[config.mk]
export PLATFORM = sky130hd
export DESIGN_NAME = tlj_ctrl
export DESIGN_NICKNAME = d
export VERILOG_FILES = /design/src/rtl/core/tlj_pkg.sv /design/src/rtl/core/tlj_ctrl.sv
export SDC_FILE = /design/constraint.sdc
export NUM_CORES = 1
export LEC_CHECK = 0
export ABC_AREA = 1
export BUFFER_PORTS_ARGS = -buffer_cell sky130_fd_sc_hd__buf_4
export CORE_MARGIN = 8
export CORE_UTILIZATION = 44
export DETAILED_ROUTE_END_ITERATION = 8
export GPL_ROUTABILITY_DRIVEN = 0
export PLACE_DENSITY = 0.79
export SLEW_MARGIN = 20
export SYNTH_ARGS = -nofsm -noshare
export SYNTH_HDL_FRONTEND = slang
export SYNTH_SLANG_ARGS = --single-unit
[constraint.sdc]
create_clock -name clk -period 1.54 [get_ports clk]
set_input_delay 0.308 -clock clk [delete_from_list [all_inputs] [get_ports clk]]
set_output_delay 0.308 -clock clk [all_outputs]
set_load 0.01 [all_outputs]
[src/rtl/core/tlj_pkg.sv]
// ----------------------------------------------------------------------------
// tlj_pkg
// Shared types and codes for the tree LCA / level-ancestor unit: beat
// payloads, the per-node record, and the buses between controller and datapath.
// ----------------------------------------------------------------------------
package tlj_pkg;

  localparam int NODE_W  = 10;
  localparam int DEPTH_W = 10;
  localparam int OP_W    = 2;
  localparam int ST_W    = 2;

  typedef logic [NODE_W-1:0]  node_t;
  typedef logic [DEPTH_W-1:0] depth_t;
  typedef logic [OP_W-1:0]    op_t;
  typedef logic [ST_W-1:0]    status_t;

  // Opcodes
  localparam op_t OP_INSERT = 2'd0;
  localparam op_t OP_LCA    = 2'd1;
  localparam op_t OP_KTH    = 2'd2;

  // Result status
  localparam status_t ST_OK        = 2'd0;
  localparam status_t ST_ABSENT    = 2'd1;
  localparam status_t ST_DUPLICATE = 2'd2;
  localparam status_t ST_TOO_FAR   = 2'd3;

  // Read address select
  localparam logic [2:0] RD_A  = 3'd0;  // node_a
  localparam logic [2:0] RD_B  = 3'd1;  // node_b
  localparam logic [2:0] RD_J  = 3'd2;  // jump of the parent record
  localparam logic [2:0] RD_NV = 3'd3;  // next node of a climb step
  localparam logic [2:0] RD_NX = 3'd4;  // next x of a lockstep step
  localparam logic [2:0] RD_Y  = 3'd5;  // current y

  // Result select
  localparam logic [2:0] RES_ERR   = 3'd0;
  localparam logic [2:0] RES_ROOT  = 3'd1;
  localparam logic [2:0] RES_CHILD = 3'd2;
  localparam logic [2:0] RES_Y     = 3'd3;
  localparam logic [2:0] RES_X     = 3'd4;
  localparam logic [2:0] RES_PAR   = 3'd5;

  typedef struct packed {
    op_t    opcode;
    node_t  node_a;
    node_t  node_b;
    logic   is_root;
    depth_t count_k;
  } req_t;

  typedef struct packed {
    node_t   result_node;
    depth_t  result_depth;
    status_t status;
  } rsp_t;

  // Per-node record; jdep caches the depth of the jump target
  typedef struct packed {
    node_t  parent;
    depth_t depth;
    node_t  jump;
    depth_t jdep;
  } rec_t;

  typedef struct packed {
    logic       load_in;
    logic       clr_en;
    logic       rd_en;
    logic [2:0] rd_sel;
    logic       lat_x;
    logic       lat_y;
    logic       lat_pa;
    logic       lat_pb;
    logic       wr_root;
    logic       wr_child;
    logic       setup_lca;
    logic       setup_kth;
    logic       climb_step;
    logic       lca_step;
    logic       res_load;
    logic [2:0] res_kind;
    status_t    res_status;
    logic       out_load;
  } cmd_t;

  typedef struct packed {
    op_t  op;
    logic is_root;
    logic a_in;
    logic pres_a;
    logic a_ok;
    logic b_ok;
    logic root_seen;
    logic k_too_far;
    logic kk_zero;
    logic x_eq_y;
    logic par_eq;
    logic out_free;
    logic clr_last;
  } sts_t;

endpackage

[src/rtl/core/tlj_ctrl.sv]
// ----------------------------------------------------------------------------
// tlj_ctrl
// Controller: clear sweep after reset, item fetch, checks, climb and
// lockstep walks, result handoff.
// ----------------------------------------------------------------------------
module tlj_ctrl (
  input  logic          clk,
  input  logic          rst,
  input  logic          in_valid,
  output logic          in_ready,
  input  tlj_pkg::sts_t sts,
  output tlj_pkg::cmd_t cmd
);

  localparam logic [3:0] S_CLEAR   = 4'd0;
  localparam logic [3:0] S_IDLE    = 4'd1;
  localparam logic [3:0] S_RD_A    = 4'd2;
  localparam logic [3:0] S_RD_B    = 4'd3;
  localparam logic [3:0] S_GOT_B   = 4'd4;
  localparam logic [3:0] S_DECIDE  = 4'd5;
  localparam logic [3:0] S_INS_J   = 4'd6;
  localparam logic [3:0] S_CLIMB   = 4'd7;
  localparam logic [3:0] S_CLIMB_G = 4'd8;
  localparam logic [3:0] S_LCA_CHK = 4'd9;
  localparam logic [3:0] S_LCA_STP = 4'd10;
  localparam logic [3:0] S_LCA_GX  = 4'd11;
  localparam logic [3:0] S_LCA_GY  = 4'd12;
  localparam logic [3:0] S_DONE    = 4'd13;

  logic [3:0] state;
  logic [3:0] state_next;

  always_ff @(posedge clk) begin
    if (rst) begin
      state <= S_CLEAR;
    end else begin
      state <= state_next;
    end
  end

  assign in_ready = (state == S_IDLE);

  always_comb begin
    cmd        = '0;
    state_next = state;
    case (state)
      // Sweep the presence table to zero
      S_CLEAR: begin
        cmd.clr_en = 1'b1;
        if (sts.clr_last) begin
          state_next = S_IDLE;
        end
      end
      S_IDLE: begin
        if (in_valid) begin
          cmd.load_in = 1'b1;
          state_next  = S_RD_A;
        end
      end
      S_RD_A: begin
        cmd.rd_en  = 1'b1;
        cmd.rd_sel = tlj_pkg::RD_A;
        state_next = S_RD_B;
      end
      S_RD_B: begin
        cmd.lat_x  = 1'b1;
        cmd.lat_pa = 1'b1;
        cmd.rd_en  = 1'b1;
        cmd.rd_sel = tlj_pkg::RD_B;
        state_next = S_GOT_B;
      end
      S_GOT_B: begin
        cmd.lat_y  = 1'b1;
        cmd.lat_pb = 1'b1;
        state_next = S_DECIDE;
      end
      // Checks and dispatch by opcode
      S_DECIDE: begin
        case (sts.op)
          tlj_pkg::OP_INSERT: begin
            if (!sts.a_in) begin
              cmd.res_load   = 1'b1;
              cmd.res_status = tlj_pkg::ST_ABSENT;
              state_next     = S_DONE;
            end else if (sts.pres_a) begin
              cmd.res_load   = 1'b1;
              cmd.res_status = tlj_pkg::ST_DUPLICATE;
              state_next     = S_DONE;
            end else if (sts.is_root) begin
              cmd.res_load = 1'b1;
              state_next   = S_DONE;
              if (sts.root_seen) begin
                cmd.res_status = tlj_pkg::ST_DUPLICATE;
              end else begin
                cmd.wr_root  = 1'b1;
                cmd.res_kind = tlj_pkg::RES_ROOT;
              end
            end else if (!sts.b_ok) begin
              cmd.res_load   = 1'b1;
              cmd.res_status = tlj_pkg::ST_ABSENT;
              state_next     = S_DONE;
            end else begin
              cmd.rd_en  = 1'b1;
              cmd.rd_sel = tlj_pkg::RD_J;
              state_next = S_INS_J;
            end
          end
          tlj_pkg::OP_LCA: begin
            if (!sts.a_ok || !sts.b_ok) begin
              cmd.res_load   = 1'b1;
              cmd.res_status = tlj_pkg::ST_ABSENT;
              state_next     = S_DONE;
            end else begin
              cmd.setup_lca = 1'b1;
              state_next    = S_CLIMB;
            end
          end
          tlj_pkg::OP_KTH: begin
            if (!sts.a_ok) begin
              cmd.res_load   = 1'b1;
              cmd.res_status = tlj_pkg::ST_ABSENT;
              state_next     = S_DONE;
            end else if (sts.k_too_far) begin
              cmd.res_load   = 1'b1;
              cmd.res_status = tlj_pkg::ST_TOO_FAR;
              state_next     = S_DONE;
            end else begin
              cmd.setup_kth = 1'b1;
              state_next    = S_CLIMB;
            end
          end
          default: begin
            // Unused opcode: drop the item
            state_next = S_IDLE;
          end
        endcase
      end
      // Write the child record once the parent's jump target is read
      S_INS_J: begin
        cmd.wr_child = 1'b1;
        cmd.res_load = 1'b1;
        cmd.res_kind = tlj_pkg::RES_CHILD;
        state_next   = S_DONE;
      end
      // Climb y by the remaining count
      S_CLIMB: begin
        if (sts.kk_zero) begin
          if (sts.op == tlj_pkg::OP_KTH) begin
            cmd.res_load = 1'b1;
            cmd.res_kind = tlj_pkg::RES_Y;
            state_next   = S_DONE;
          end else begin
            state_next = S_LCA_CHK;
          end
        end else begin
          cmd.climb_step = 1'b1;
          cmd.rd_en      = 1'b1;
          cmd.rd_sel     = tlj_pkg::RD_NV;
          state_next     = S_CLIMB_G;
        end
      end
      S_CLIMB_G: begin
        cmd.lat_y  = 1'b1;
        state_next = S_CLIMB;
      end
      S_LCA_CHK: begin
        if (sts.x_eq_y) begin
          cmd.res_load = 1'b1;
          cmd.res_kind = tlj_pkg::RES_X;
          state_next   = S_DONE;
        end else begin
          state_next = S_LCA_STP;
        end
      end
      // Advance both nodes in lockstep until the parents meet
      S_LCA_STP: begin
        if (sts.par_eq) begin
          cmd.res_load = 1'b1;
          cmd.res_kind = tlj_pkg::RES_PAR;
          state_next   = S_DONE;
        end else begin
          cmd.lca_step = 1'b1;
          cmd.rd_en    = 1'b1;
          cmd.rd_sel   = tlj_pkg::RD_NX;
          state_next   = S_LCA_GX;
        end
      end
      S_LCA_GX: begin
        cmd.lat_x  = 1'b1;
        cmd.rd_en  = 1'b1;
        cmd.rd_sel = tlj_pkg::RD_Y;
        state_next = S_LCA_GY;
      end
      S_LCA_GY: begin
        cmd.lat_y  = 1'b1;
        state_next = S_LCA_STP;
      end
      // Hand the result to the output register when it frees up
      S_DONE: begin
        if (sts.out_free) begin
          cmd.out_load = 1'b1;
          state_next   = S_IDLE;
        end
      end
      default: begin
        state_next = S_IDLE;
      end
    endcase
  end

endmodule

# [After elaboration in Yosys (flattened, before gate mapping)]
# Index checks and enable logic that the tools add are counted.
[op_classes] n_addsub=0 n_mul=0 div_mod_pow=0 order_cmp=0 n_eq_ne=18 shift=0 muxes=78 bitwise=0 n_reduce_logical=8
[op_table] op="2-to-1 mux 4 bit" n=21
[op_table] op="case mux 4 bit (14 select lines)" n=1
[op_table] op="2-to-1 mux 1 bit" n=35
[op_table] op="== test 4 bit (second input constant)" n=6
[op_table] op="2-to-1 mux 3 bit" n=8
[op_table] op="case mux 4 bit (6 select lines)" n=1
[op_table] op="case mux 4 bit (5 select lines)" n=1
[op_table] op="== test 4 x 3 -> 1 bit (second input constant)" n=4
[op_table] op="2-to-1 mux 2 bit" n=8
[op_table] op="case mux 4 bit (3 select lines)" n=1
[op_table] op="== test 4 x 2 -> 1 bit (second input constant)" n=2
[op_table] op="inequality test 2 bit (second input constant)" n=3
[op_table] op="case mux 2 bit (3 select lines)" n=1
[op_table] op="== test 4 x 1 -> 1 bit (second input constant)" n=1
[op_table] op="logical NOT 4 bit" n=1
[op_table] op="case mux 1 bit (3 select lines)" n=1
[op_table] op="AND reduction 3 bit" n=1
[op_table] op="OR reduction 3 bit" n=1
[op_table] op="== test 2 x 1 -> 1 bit (second input constant)" n=1
[op_table] op="== test 2 bit (second input constant)" n=1
[op_table] op="logical NOT 1 bit" n=2
[op_table] op="logical NOT 2 bit" n=1
[op_table] op="OR reduction 2 bit" n=1
[op_table] op="logical OR 1 bit" n=1
[totals] reg_bits=4 latch_bits=0 mem_bits_rw=0 rom_bits=0 output_inout_bits=24 mem_count=0

# [Logic depth before layout (Yosys ltp)]
# Gate-level depths: netlist of run 1.
[logic_depth] ltp_word=6 mapped_depth=10

# [Least setup slack after synthesis of run 1]
# OpenSTA, ideal clock, no wires.
[synth_path] path_kind="register -> output" start="reg state[1]" end="out cmd[20] in the netlist's numbering" t_arrival_ns=1.098 t_required_ns=1.232 slack_ns=0.134 path_stages_with_launch=7 cell_sequence="dfxtp_1 > nand2_1 > nor2_1 > inv_1 > nor2_1 > nor2_1 > nand2_1"
[synth_lines] item="from (decl)" line_no="tlj_ctrl.sv:30" source="logic [3:0] state;"
[synth_lines] item="from (signal assigned)" line_no="tlj_ctrl.sv:37" source="state <= state_next;"
[synth_lines] item="to (decl)" line_no="tlj_ctrl.sv:12" source="output tlj_pkg::cmd_t cmd"

==> impl_metrics.csv, run 1 <==
group,metric,value,unit
critical_path,cp_data_arrival_time,1330,ps
yosys,synthAdderAreaFrac,0.0663,
placed_design,dp_hpwl,2.17,mm
floorplanning,num_io_pins,41,
finish,fin_area,1330,um^2
critical_path,path_max_fanout,5,
clock_tree,cts_buffers,3,
detailed_routing,drcViolationCount,0,
floorplanning,die-area,3300,um^2
sta,rsz0062_at_grt,"true",
clock_tree,cts_tree,"done",
power_and_ir_drop,p_total,709,uW
run_status,status,"complete, but fails checks",
sta,slew_violations,0,
power_and_ir_drop,vdd_drop_max,593,uV
yosys,ys_seq_area_frac,0.106,
critical_path,required,1230,ps
sta,maxSlewHeadroom,0.811,
clock_tree,path_clk_slew,40,ps
yosys,yosysMostFrequentCell,"nand2_1",
worst_hold_path,min_path_type,"in2reg",
yosys,postSynthAreaPerCell,5.10,um^2
finish,finalNetCount,231,
yosys,synth_seq_cells,4,
critical_path,crit_type,"reg2out",
yosys,synth_simple_gate_area_share,0.604,
critical_path,crit_chain,"nand2_2 > inv_1 > nand2_1 > nand2_2 > a21oi_2 > nand2_1 > buf_4",
placed_design,placed_cell_area,1140,um^2
sta,finClkSkew,0.735,ps
clock_tree,root_buffer,"clkbuf_4",
yosys,synth-compound-area-share,0.0796,
sta,hold_viol_final,0,
sta,fin_crit,1640,ps
critical_path,reg2reg_to,"state[1]",
clock_tree,cts_sinks,4,
global_routing,grt_usage,0.158,
run,max_cap_viol_count,0,
sta,fin_ws,-96.0,ps
floorplanning,coreArea,1670,um^2
critical_path,cp-endpoint,"cmd[20]",
detailed_routing,drtIter0Drc,18,
sta,hold-worst-slack,238,ps
critical_path,rr_worst_depth,11,
placed_design,numPortBuffers,40,
detailed_routing,wl_per_cell,12.5,um
finish,final_cells,225,
sta,setup_viol,10,
finish,reg_top3,"state (4)",
critical_path,path_delay_family,"simple AND/OR/NAND/NOR gates",
clock_tree,cts_hold_buffers,0,
yosys,synth_xor_area_frac,0,
critical_path,start_kind,"flop",
finish,area_growth,76.8,%
yosys,yosysTopAreaCell,"nand2_1",
critical_path,cpPeakStageDelay,360,ps
yosys,synth_commonest_cells,"49 x nand2_1, 26 x inv_1, 25 x nor2_1",
yosys,syn_area,754,um^2
detailed_routing,firstDrtPassIters,4,
detailed_routing,drt-total-wl,2.81,mm
critical_path,r2r_slack,120,ps
worst_hold_path,worstHoldStart,"rst",
critical_path,cp_slowest_cell,"dfxtp_4",
yosys,yosysWarnings,0,
yosys,synth_top_family_by_area,"simple AND/OR/NAND/NOR gates",
yosys,synth_top_area_frac,0.244,
yosys,synth.top_cells.by_area,"nand2_1 24%, inv_1 13%, nor2_1 12%",
clock_tree,clock_latency,230,ps
yosys,syn-num-nets,169,
detailed_routing,vias,1094,
detailed_routing,viasPerCell,4.86,
critical_path,r2r-start,"state[0]",
critical_path,worst-path-buf-inv,2,
yosys,synth-main-ff-cell,"dfxtp_1",
floorplanning,die_x,57.4,um
sta,fin_tns_setup,-633,ps
floorplanning,num_rows,15,
power_and_ir_drop,power_density,532,nW/um^2
placed_design,dp.cells,214,
yosys,async_flop_share,0,
global_routing,grt_overflow_total,0,
sta,min_period_over_period,1.06,
floorplanning,die_h,57.4,um
critical_path,end_kind,"primary output",
critical_path,cp.depth,7,
floorplanning,start_util,0.452,
global_routing,antenna_found_initial,0,
yosys,synth.area.mux_share,0,
yosys,synth_edf_count,0,
run_status,violations,"setup timing",
detailed_routing,detail-route-antenna-nets,0,
global_routing,grt_pass1_wl,4.42,mm
power_and_ir_drop,p_leak,0.829,nW
yosys,syn-instance-count,148,
finish,regMostFlops,"state",
sta,worstMarginPinSlew,283,ps
global_routing,grt_pass1_vias,1064,
finish,layout-drive-gt1-share,0.471,
finish,diodes,0,
critical_path,cp-startpoint,"state[0]",
global_routing,grt_max_degree,6,
clock_tree,htreeDepth,1,
yosys,synth_cell_type_count,20,
sta,fmax,611,MHz
finish,largest_reg_flops,4,
clock_tree,clockBufferDepth,2,
[per-stage QoR]
stage	worst slack, ps	util
final	-96.0	0.799
after detailed placement	-75.6	0.685
after global routing	-163	0.799
after CTS	-86.2	0.755
after floorplan	134	-
after global placement	-25.0	0.685
[per-layer routing]
metal  GRT usage  part of all wire  vias to the layer above
li1            -                 -                      570
met1       0.172              0.42                      494
met2       0.299              0.53                       26
met3      0.0291             0.035                        4
met4      0.0393            0.0096                        0
met5           0                 0                        -
[kinds of logic after synthesis]
group | Yosys count
buffers and inverters | 29
and+or+nand+nor | 101
DFF | 4
adders and majority gates | 4
AOI/OAI and AO/OA | 10
[worst register-to-register path, delay by kind of cell (launching register included)]
kind	cells	cell delay, ps
buf+inv	4	350
flops	1	390
simple gates	7	610
[cells in the final DEF, fill, tap and decap left out, types with 4 or more instances in the layout]
| cell | instances |
|---|---|
| nor2_1 | 21 |
| nand3_1 | 10 |
| dfxtp_4 | 4 |
| nor2_4 | 8 |
| buf_4 | 54 |
| inv_1 | 23 |
| nand2_1 | 43 |
| nand2_2 | 7 |
[where the power goes]
group,internal (mW),total [mW],switching (mW),leakage [nW]
clock network,0.0869,0.126,0.0386,0.0138
logic,0.195,0.434,0.239,0.780
registers,0.121,0.149,0.0288,0.0356
total,0.403,0.709,0.307,0.829
[worst min-delay path by stage]
| stage | to | slack, ps | depth (start not counted) |
|---|---|---|---|
| 6_report | state[1] | 240 | 2 |
| 3_3_place_gp | state[1] | 480 | 2 |
| 3_5_place_dp | state[1] | 480 | 2 |
| 2_1_floorplan | state[1] | 370 | 1 |
| 5_1_grt | state[1] | 240 | 2 |
| 4_1_cts | state[1] | 240 | 2 |
[final cells by class]
cell class,instances,area [um^2]
fillers,133,337
multi-input cells,115,639
inverters,29,116
well taps,17,21.3
flip-flops and latches,4,95.1
repair buffers,57,439
clock buffers,3,22.5
[repair_timing]
item / 4_1_cts / 5_1_grt
resized for setup: 24 / 15
endpoints found under the setup margin: 16 / 16
buffers inserted: 4 / 4
hold endpoints to repair: 0 / 0
pin swaps: 8 / 4
gates cloned: 0 / 0
Power figures use the tool's default switching activity.
==> inputs of run 2 (changes only) <==
==> constraint.sdc (replaced) <==
create_clock -name clk -period 1.54 [get_ports clk]
set_input_delay 0.154 -clock clk [delete_from_list [all_inputs] [get_ports clk]]
set_output_delay 0.154 -clock clk [all_outputs]
set_load 0.01 [all_outputs]
==> run 2 against run 1 <==
The run still ends with setup timing left. Via count decreased by 2.6%. Non-clock buffer count is 10 lower. Total power shrank 5.6%.
==> impl_metrics.csv, run 2 (synthesis gave the netlist of run 1 again) <==
group,metric,value,unit
detailed_routing,drtIter0Drc,25,
global_routing,grt_pass1_vias,979,
finish,post-route-util,0.735,
finish,layout-drive-gt1-share,0.419,
floorplanning,num_rows,15,
detailed_routing,vias,1066,
critical_path,worst-path-buf-inv,3,
placed_design,dp.cells,205,
detailed_routing,drcViolationCount,0,
clock_tree,cts_buffers,3,
critical_path,crit_top_cell,"nor2_4",
detailed_routing,drt-total-wl,2.59,mm
power_and_ir_drop,vdd_drop_max,447,uV
power_and_ir_drop,internal_power,373,uW
clock_tree,cts_sinks,4,
detailed_routing,detail-route-antenna-nets,0,
finish,finalNetCount,221,
sta,fmax,637,MHz
power_and_ir_drop,p_switching,296,uW
clock_tree,cts_hold_buffers,0,
power_and_ir_drop,p_seq_frac,0.229,
global_routing,antenna_found_initial,0,
finish,regMostFlops,"state",
clock_tree,clockBufferDepth,2,
critical_path,cp_slowest_cell,"dfxtp_4",
critical_path,cpPeakStageDelay,390,ps
worst_hold_path,min_path_type,"in2reg",
critical_path,end_kind,"primary output",
clock_tree,clock_latency,240,ps
detailed_routing,wl_per_cell,12.1,um
floorplanning,die_x,57.4,um
floorplanning,num_io_pins,41,
run,max_cap_viol_count,0,
clock_tree,htreeDepth,1,
clock_tree,path_clk_slew,40,ps
critical_path,crit_chain,"inv_4 > nor2_4 > nand2_4 > nor2_4 > inv_2 > nor2_1 > buf_4",
global_routing,grt_usage,0.154,
power_and_ir_drop,comb_power_share,0.580,
floorplanning,die_h,57.4,um
sta,fin_tns_setup,-37.5,ps
floorplanning,start_util,0.452,
finish,reg_top3,"state (4)",
sta,min_period_over_period,1.02,
sta,finClkSkew,4.80,ps
critical_path,required,1390,ps
finish,final_cells,215,
critical_path,start_kind,"flop",
floorplanning,coreArea,1670,um^2
sta,rsz0062_at_grt,"true",
sta,fin_ws,-29.1,ps
sta,worstMarginPinSlew,245,ps
global_routing,grt_pass1_wl,4.20,mm
detailed_routing,viasPerCell,4.96,
power_and_ir_drop,p_leak,0.778,nW
clock_tree,cts_tree,"done",
finish,largest_reg_flops,4,
sta,maxSlewHeadroom,0.835,
sta,hold_viol_final,0,
finish,area_growth,62.7,%
detailed_routing,firstDrtPassIters,6,
floorplanning,die-area,3300,um^2
critical_path,path_max_fanout,5,
run_status,violations,"setup timing",
finish,diodes,0,
critical_path,path_delay_family,"simple AND/OR/NAND/NOR gates",
sta,hold-worst-slack,72.7,ps
placed_design,numPortBuffers,40,
placed_design,dp_hpwl,2.06,mm
global_routing,grt_overflow_total,0,
sta,fin_crit,1570,ps
power_and_ir_drop,clkPwrFrac,0.191,
finish,layout_commonest_cell,"buf_4",
finish,mostFrequentLayoutCells,"46 x buf_4, 43 x nand2_1, 24 x inv_1",
sta,setup_viol,2,
power_and_ir_drop,power_density,545,nW/um^2
critical_path,crit_type,"reg2out",
power_and_ir_drop,switching_share,0.443,
critical_path,cp_data_arrival_time,1420,ps
sta,slew_violations,0,
finish,nFillCells,149,
run_status,status,"complete, but fails checks",
clock_tree,root_buffer,"clkbuf_4",
global_routing,grt_max_degree,9,
==> run 2: cell count changes in the layout (fill, tap and decap cells not counted), sizes merged <==
cell  delta
buf     -10
==> run 2: layout make-up <==
| class | count | area (um^2) | share of cell area |
|---|---|---|---|
| Timing Repair Buffer | 47 | 357 | 0.291 |
| Inverter | 29 | 116 | 0.0948 |
| Sequential cell | 4 | 95.1 | 0.0775 |
| Tap cell | 17 | 21.3 | 0.0173 |
| Multi-Input combinational cell | 115 | 616 | 0.502 |
| Clock buffer | 3 | 22.5 | 0.0183 |
==> run 2: what timing repair did <==
action,4_1_cts,5_1_grt
hold endpoints to repair,0,0
gates resized for setup,8,21
buffers inserted,0,7
pin swaps,0,11
endpoints found under the setup margin,8,9
==> run 2: worst reg2reg max path, delay by kind of cell (launching register included) <==
kind          cells  cell delay (ps)
simple gates      6              630
buf+inv           3              230
flops             1              390
==> run 2: power by group through the flow <==
stage          Clock, mW  Combinational, mW  Sequential [mW]
3_3_place_gp           0              0.339            0.141
5_1_grt            0.142              0.432            0.154
4_1_cts            0.130              0.350            0.148
6_report           0.128              0.388            0.153
2_1_floorplan          0              0.207            0.138
3_5_place_dp           0              0.341            0.143
==> run 2: worst paths after layout <==
kind | from | end | slack (ps) | depth (start not counted)
max | state[2] | cmd[2] | -30 | 7
min reg2reg | state[1] | state[3] | 790 | 6
min | rst | state[1] | 70 | 2
max reg2reg | state[2] | state[3] | 240 | 9
==> run 2: stage by stage <==
stage               area [um^2]  power [mW]  setup WS [ps]
CTS                        1120       0.628         0.0334
floorplan                   754       0.345            288
detailed placement         1080       0.483            123
finish                     1230       0.669          -29.1
global route               1230       0.729          -54.2
global placement           1080       0.480            126
==> run 2: routing by layer <==
layer,wire (um),global-route usage
met5,0,0
met2,1350,0.275
met1,1040,0.166
met3,179,0.0538
met4,26,0.0393
==> inputs of run 3 (changes only) <==
- ABC_AREA: 1 -> default
- CORE_MARGIN: 8 -> default
- CORE_UTILIZATION: 44 -> 45
- SETUP_SLACK_MARGIN: default -> 0.02
==> run 3 against run 2 <==
The flow now stops in 4_1_cts. Synthesized area is 7.3% higher. Synthesized cell count is 20% lower.
==> impl_metrics.csv, run 3 <==
group,metric,value,unit
floorplanning,die_h,44.4,um
yosys,synth.top_cells.by_area,"dfxtp_1 9.9%, nand2_1 7.0%, nor2b_1 7.0%",
yosys,syn-num-nets,139,
yosys,postSynthAreaPerCell,6.86,um^2
run_status,status,"stopped before the end",
clock_tree,root_buffer,"clkbuf_4",
clock_tree,clockBufferDepth,2,
clock_tree,cts.repair.resized,65,
yosys,synth_seq_cells,4,
floorplanning,num_rows,14,
clock_tree,cts_buffers,3,
run_status,tool.error,"[ERROR DPL-0038] Utilization greater than 100%, impossible to legalize",
yosys,syn-instance-count,118,
placed_design,dp_hpwl,2.34,mm
yosys,synth_top_area_frac,0.0989,
yosys,synth_edf_count,0,
clock_tree,cts_sinks,4,
floorplanning,start_util,0.508,
yosys,ys_seq_area_frac,0.0989,
floorplanning,die_x,44.4,um
yosys,yosysWarnings,0,
placed_design,placed_cell_area,1390,um^2
yosys,synth_commonest_cells,"15 x nand2_1, 11 x nor2_1, 9 x nor2b_1",
clock_tree,post_cts_buffers,20,
yosys,yosysMostFrequentCell,"nand2_1",
floorplanning,num_io_pins,41,
yosys,yosysTopAreaCell,"dfxtp_1",
yosys,syn_area,810,um^2
clock_tree,htreeDepth,1,
yosys,async_flop_share,0,
placed_design,numPortBuffers,40,
run_status,haltStage,"4_1_cts",
yosys,synth_cell_type_count,41,
yosys,synth-main-ff-cell,"dfxtp_1",
clock_tree,cts_hold_buffers,0,
-- run 3: changes by cell type after synthesis, moves of 3 or more --
cell | before | now
a31oi_1 | 0 | 3
buf_2 | 0 | 6
inv_1 | 26 | 5
inv_2 | 3 | 0
nand2_1 | 49 | 15
nand2b_1 | 0 | 5
nand3_1 | 10 | 1
nor2_1 | 25 | 11
nor2_2 | 4 | 0
nor2_4 | 3 | 0
nor2b_1 | 0 | 9
-- run 3: kinds of logic after synthesis --
group,synth area share
adders and majority gates,0.0618
buffers and inverters,0.0696
AOI/OAI and AO/OA,0.304
DFF,0.0989
and+or+nand+nor,0.422
muxes,0.0433
-- run 3: stage by stage --
stage          worst slack (ps)  instances  hold WS [ps]
2_1_floorplan              10.8        118           223
3_3_place_gp               -258        206           347
3_5_place_dp               -294        206           349
==> inputs of run 4 (changes only) <==
- CORE_AREA: default -> 2 2 63 65
- CORE_UTILIZATION: 45 -> default
- DIE_AREA: default -> 0 0 65 67
- PLACE_DENSITY: 0.79 -> default
- PLACE_DENSITY_LB_ADDON: default -> 0.15
- SETUP_SLACK_MARGIN: 0.02 -> default
==> run 4 against run 3 <==
The flow now finishes, with violations (setup timing). Synthesized cell count did not move. Synthesized area is the same.
==> impl_metrics.csv, run 4 <==
group,metric,value,unit
power_and_ir_drop,vdd_drop_max,177,uV
floorplanning,start_util,0.224,
clock_tree,cts_sinks,4,
sta,fin_ws,-301,ps
worst_hold_path,holdPathStages,2,
critical_path,cp_slowest_cell,"dfxtp_4",
power_and_ir_drop,p_leak,0.810,nW
detailed_routing,firstDrtPassIters,4,
clock_tree,root_buffer,"clkbuf_8",
yosys,synth-main-ff-cell,"dfxtp_1",
clock_tree,path_clk_slew,30,ps
sta,min_period_over_period,1.20,
worst_hold_path,worstHoldStart,"rst",
yosys,synth-compound-area-share,0.304,
sta,fin_tns_setup,-1820,ps
yosys,postSynthAreaPerCell,6.86,um^2
floorplanning,die-area,4360,um^2
finish,reg_top3,"state (4)",
yosys,synth_commonest_cells,"15 x nand2_1, 11 x nor2_1, 9 x nor2b_1",
detailed_routing,drtIter0Drc,49,
yosys,async_flop_share,0,
sta,fmax,543,MHz
sta,slew_violations,0,
floorplanning,num_io_pins,41,
sta,hold_viol_final,0,
clock_tree,cts_tree,"done",
critical_path,cpPeakStageDelay,360,ps
detailed_routing,drt-total-wl,3.57,mm
critical_path,required,1390,ps
global_routing,antenna_found_initial,0,
critical_path,path_max_fanout,5,
sta,maxSlewHeadroom,0.656,
placed_design,dp_hpwl,2.50,mm
yosys,synth_top_area_frac,0.0989,
critical_path,r2r-start,"state[3]",
yosys,synth_simple_gate_area_share,0.422,
yosys,synthAdderAreaFrac,0.0618,
run_status,status,"complete, but fails checks",
yosys,ys_seq_area_frac,0.0989,
sta,fin_crit,1840,ps
floorplanning,num_rows,22,
clock_tree,htreeDepth,1,
clock_tree,cts_hold_buffers,0,
yosys,syn-instance-count,118,
yosys,synth.top_cells.by_area,"dfxtp_1 9.9%, nand2_1 7.0%, nor2b_1 7.0%",
placed_design,post-place-ws,-295,ps
detailed_routing,viasPerCell,4.80,
critical_path,rr_worst_depth,6,
critical_path,crit_chain,"and4b_1 > a32o_2 > a311oi_2 > buf_4 > nand2b_4 > buf_6",
detailed_routing,drcViolationCount,0,
finish,finalNetCount,231,
power_and_ir_drop,p_seq_frac,0.170,
critical_path,reg2reg_to,"state[0]",
power_and_ir_drop,comb_power_share,0.516,
critical_path,crit_type,"reg2out",
finish,mostFrequentLayoutCells,"80 x buf_4, 13 x nand2_1, 13 x buf_6",
finish,layout_commonest_cell,"buf_4",
yosys,synth.area.mux_share,0.0433,
global_routing,grt_usage,0.157,
finish,regMostFlops,"state",
finish,largest_reg_flops,4,
power_and_ir_drop,power_density,394,nW/um^2
yosys,synth_seq_cells,4,
critical_path,cp_data_arrival_time,1690,ps
critical_path,r2r_slack,-100,ps
detailed_routing,detail-route-antenna-nets,0,
floorplanning,coreArea,3610,um^2
global_routing,grt_overflow_total,0,
global_routing,grt_max_degree,17,
global_routing,grt_pass1_vias,1172,
yosys,synth_xor_area_frac,0,
worst_hold_path,hold_end,"state[2]",
clock_tree,clockBufferDepth,2,
critical_path,end_kind,"primary output",
finish,area_growth,125,%
yosys,synth_top_family_by_area,"simple AND/OR/NAND/NOR gates",
finish,layout-drive-gt1-share,0.639,
sta,worstMarginPinSlew,512,ps
critical_path,start_kind,"flop",
clock_tree,clock_latency,220,ps
power_and_ir_drop,internal_power,482,uW
finish,nFillCells,345,
sta,hold-worst-slack,116,ps
placed_design,numPortBuffers,40,
yosys,yosysMostFrequentCell,"nand2_1",
clock_tree,cts_buffers,3,
floorplanning,die_x,65,um
global_routing,grt_pass1_wl,5.27,mm
sta,setup_viol,14,
yosys,yosysWarnings,0,
power_and_ir_drop,p_switching,234,uW
worst_hold_path,min_path_type,"in2reg",
power_and_ir_drop,clkPwrFrac,0.314,
yosys,synth_edf_count,0,
floorplanning,die_h,67,um
yosys,syn_area,810,um^2
run_status,violations,"setup timing",
run,max_cap_viol_count,0,
detailed_routing,vias,1229,
sta,finClkSkew,0.296,ps
detailed_routing,wl_per_cell,13.9,um
sta,rsz0062_at_grt,"true",
finish,diodes,0,
yosys,syn-num-nets,139,
yosys,yosysTopAreaCell,"dfxtp_1",
power_and_ir_drop,switching_share,0.326,
yosys,synth_cell_type_count,41,
==> run 4: what timing repair did <==
| item | CTS | global route |
|---|---|---|
| pin swaps | 7 | 7 |
| cloned | 0 | 0 |
| setup buffers | 9 | 6 |
| setup endpoints to repair | 21 | 21 |
| endpoints found under the hold margin | 0 | 0 |
| resized for setup | 28 | 20 |
==> run 4: final cells by class <==
class	instances	area, um^2	area share
tap	48	60.1	0.0330
inverter	5	26.3	0.0144
timing repair buffer	95	782	0.430
sequential	4	90.1	0.0495
multi-input combinational	101	820	0.450
clock buffer	3	41.3	0.0227
==> run 4: metrics by stage <==
stage               total power, mW  std cells   util  cell area (um^2)
floorplan                     0.247        118      -               846
global placement              0.416        238  0.407              1470
detailed placement            0.418        238  0.407              1470
CTS                           0.691        250  0.469              1690
global route                  0.760        256  0.505              1820
finish                        0.716        256  0.505              1820
==> run 4: cells by family after synthesis <==
kind of cell / after synthesis
AOI/OAI and AO/OA: 34
adders and majority gates: 4
buffers and inverters: 13
DFF: 4
muxes: 3
and+or+nand+nor: 60
==> run 4: per-layer routing <==
layer,share of wire,track usage
met5,0,0
met4,0.017,0.0665
met3,0.047,0.0101
met2,0.50,0.263
met1,0.44,0.208
==> run 4: critical path: cells and delay by family, from the launching register on <==
family,cells,cell delay [ps]
compound gates,2,560
buf+inv,2,280
flops,1,360
simple gates,2,260
==> run 4: worst max-delay path by stage <==
stage	endpoint	startpoint	depth (start not counted)	slack (ps)
4_1_cts	cmd[6]	state[0]	6	-260
3_3_place_gp	cmd[20]	sts[13]	8	-280
6_report	cmd[6]	state[2]	6	-300
2_1_floorplan	cmd[20]	sts[13]	6	3
5_1_grt	cmd[21]	state[3]	5	-340
3_5_place_dp	cmd[20]	sts[13]	8	-290
==> run 4: power by group through the flow <==
stage / sequential (mW) / clock [mW] / combinational [mW]
6_report: 0.121 / 0.225 / 0.370
3_3_place_gp: 0.125 / 0 / 0.292
3_5_place_dp: 0.125 / 0 / 0.293
4_1_cts: 0.121 / 0.233 / 0.337
2_1_floorplan: 0.115 / 0 / 0.131
5_1_grt: 0.123 / 0.239 / 0.399
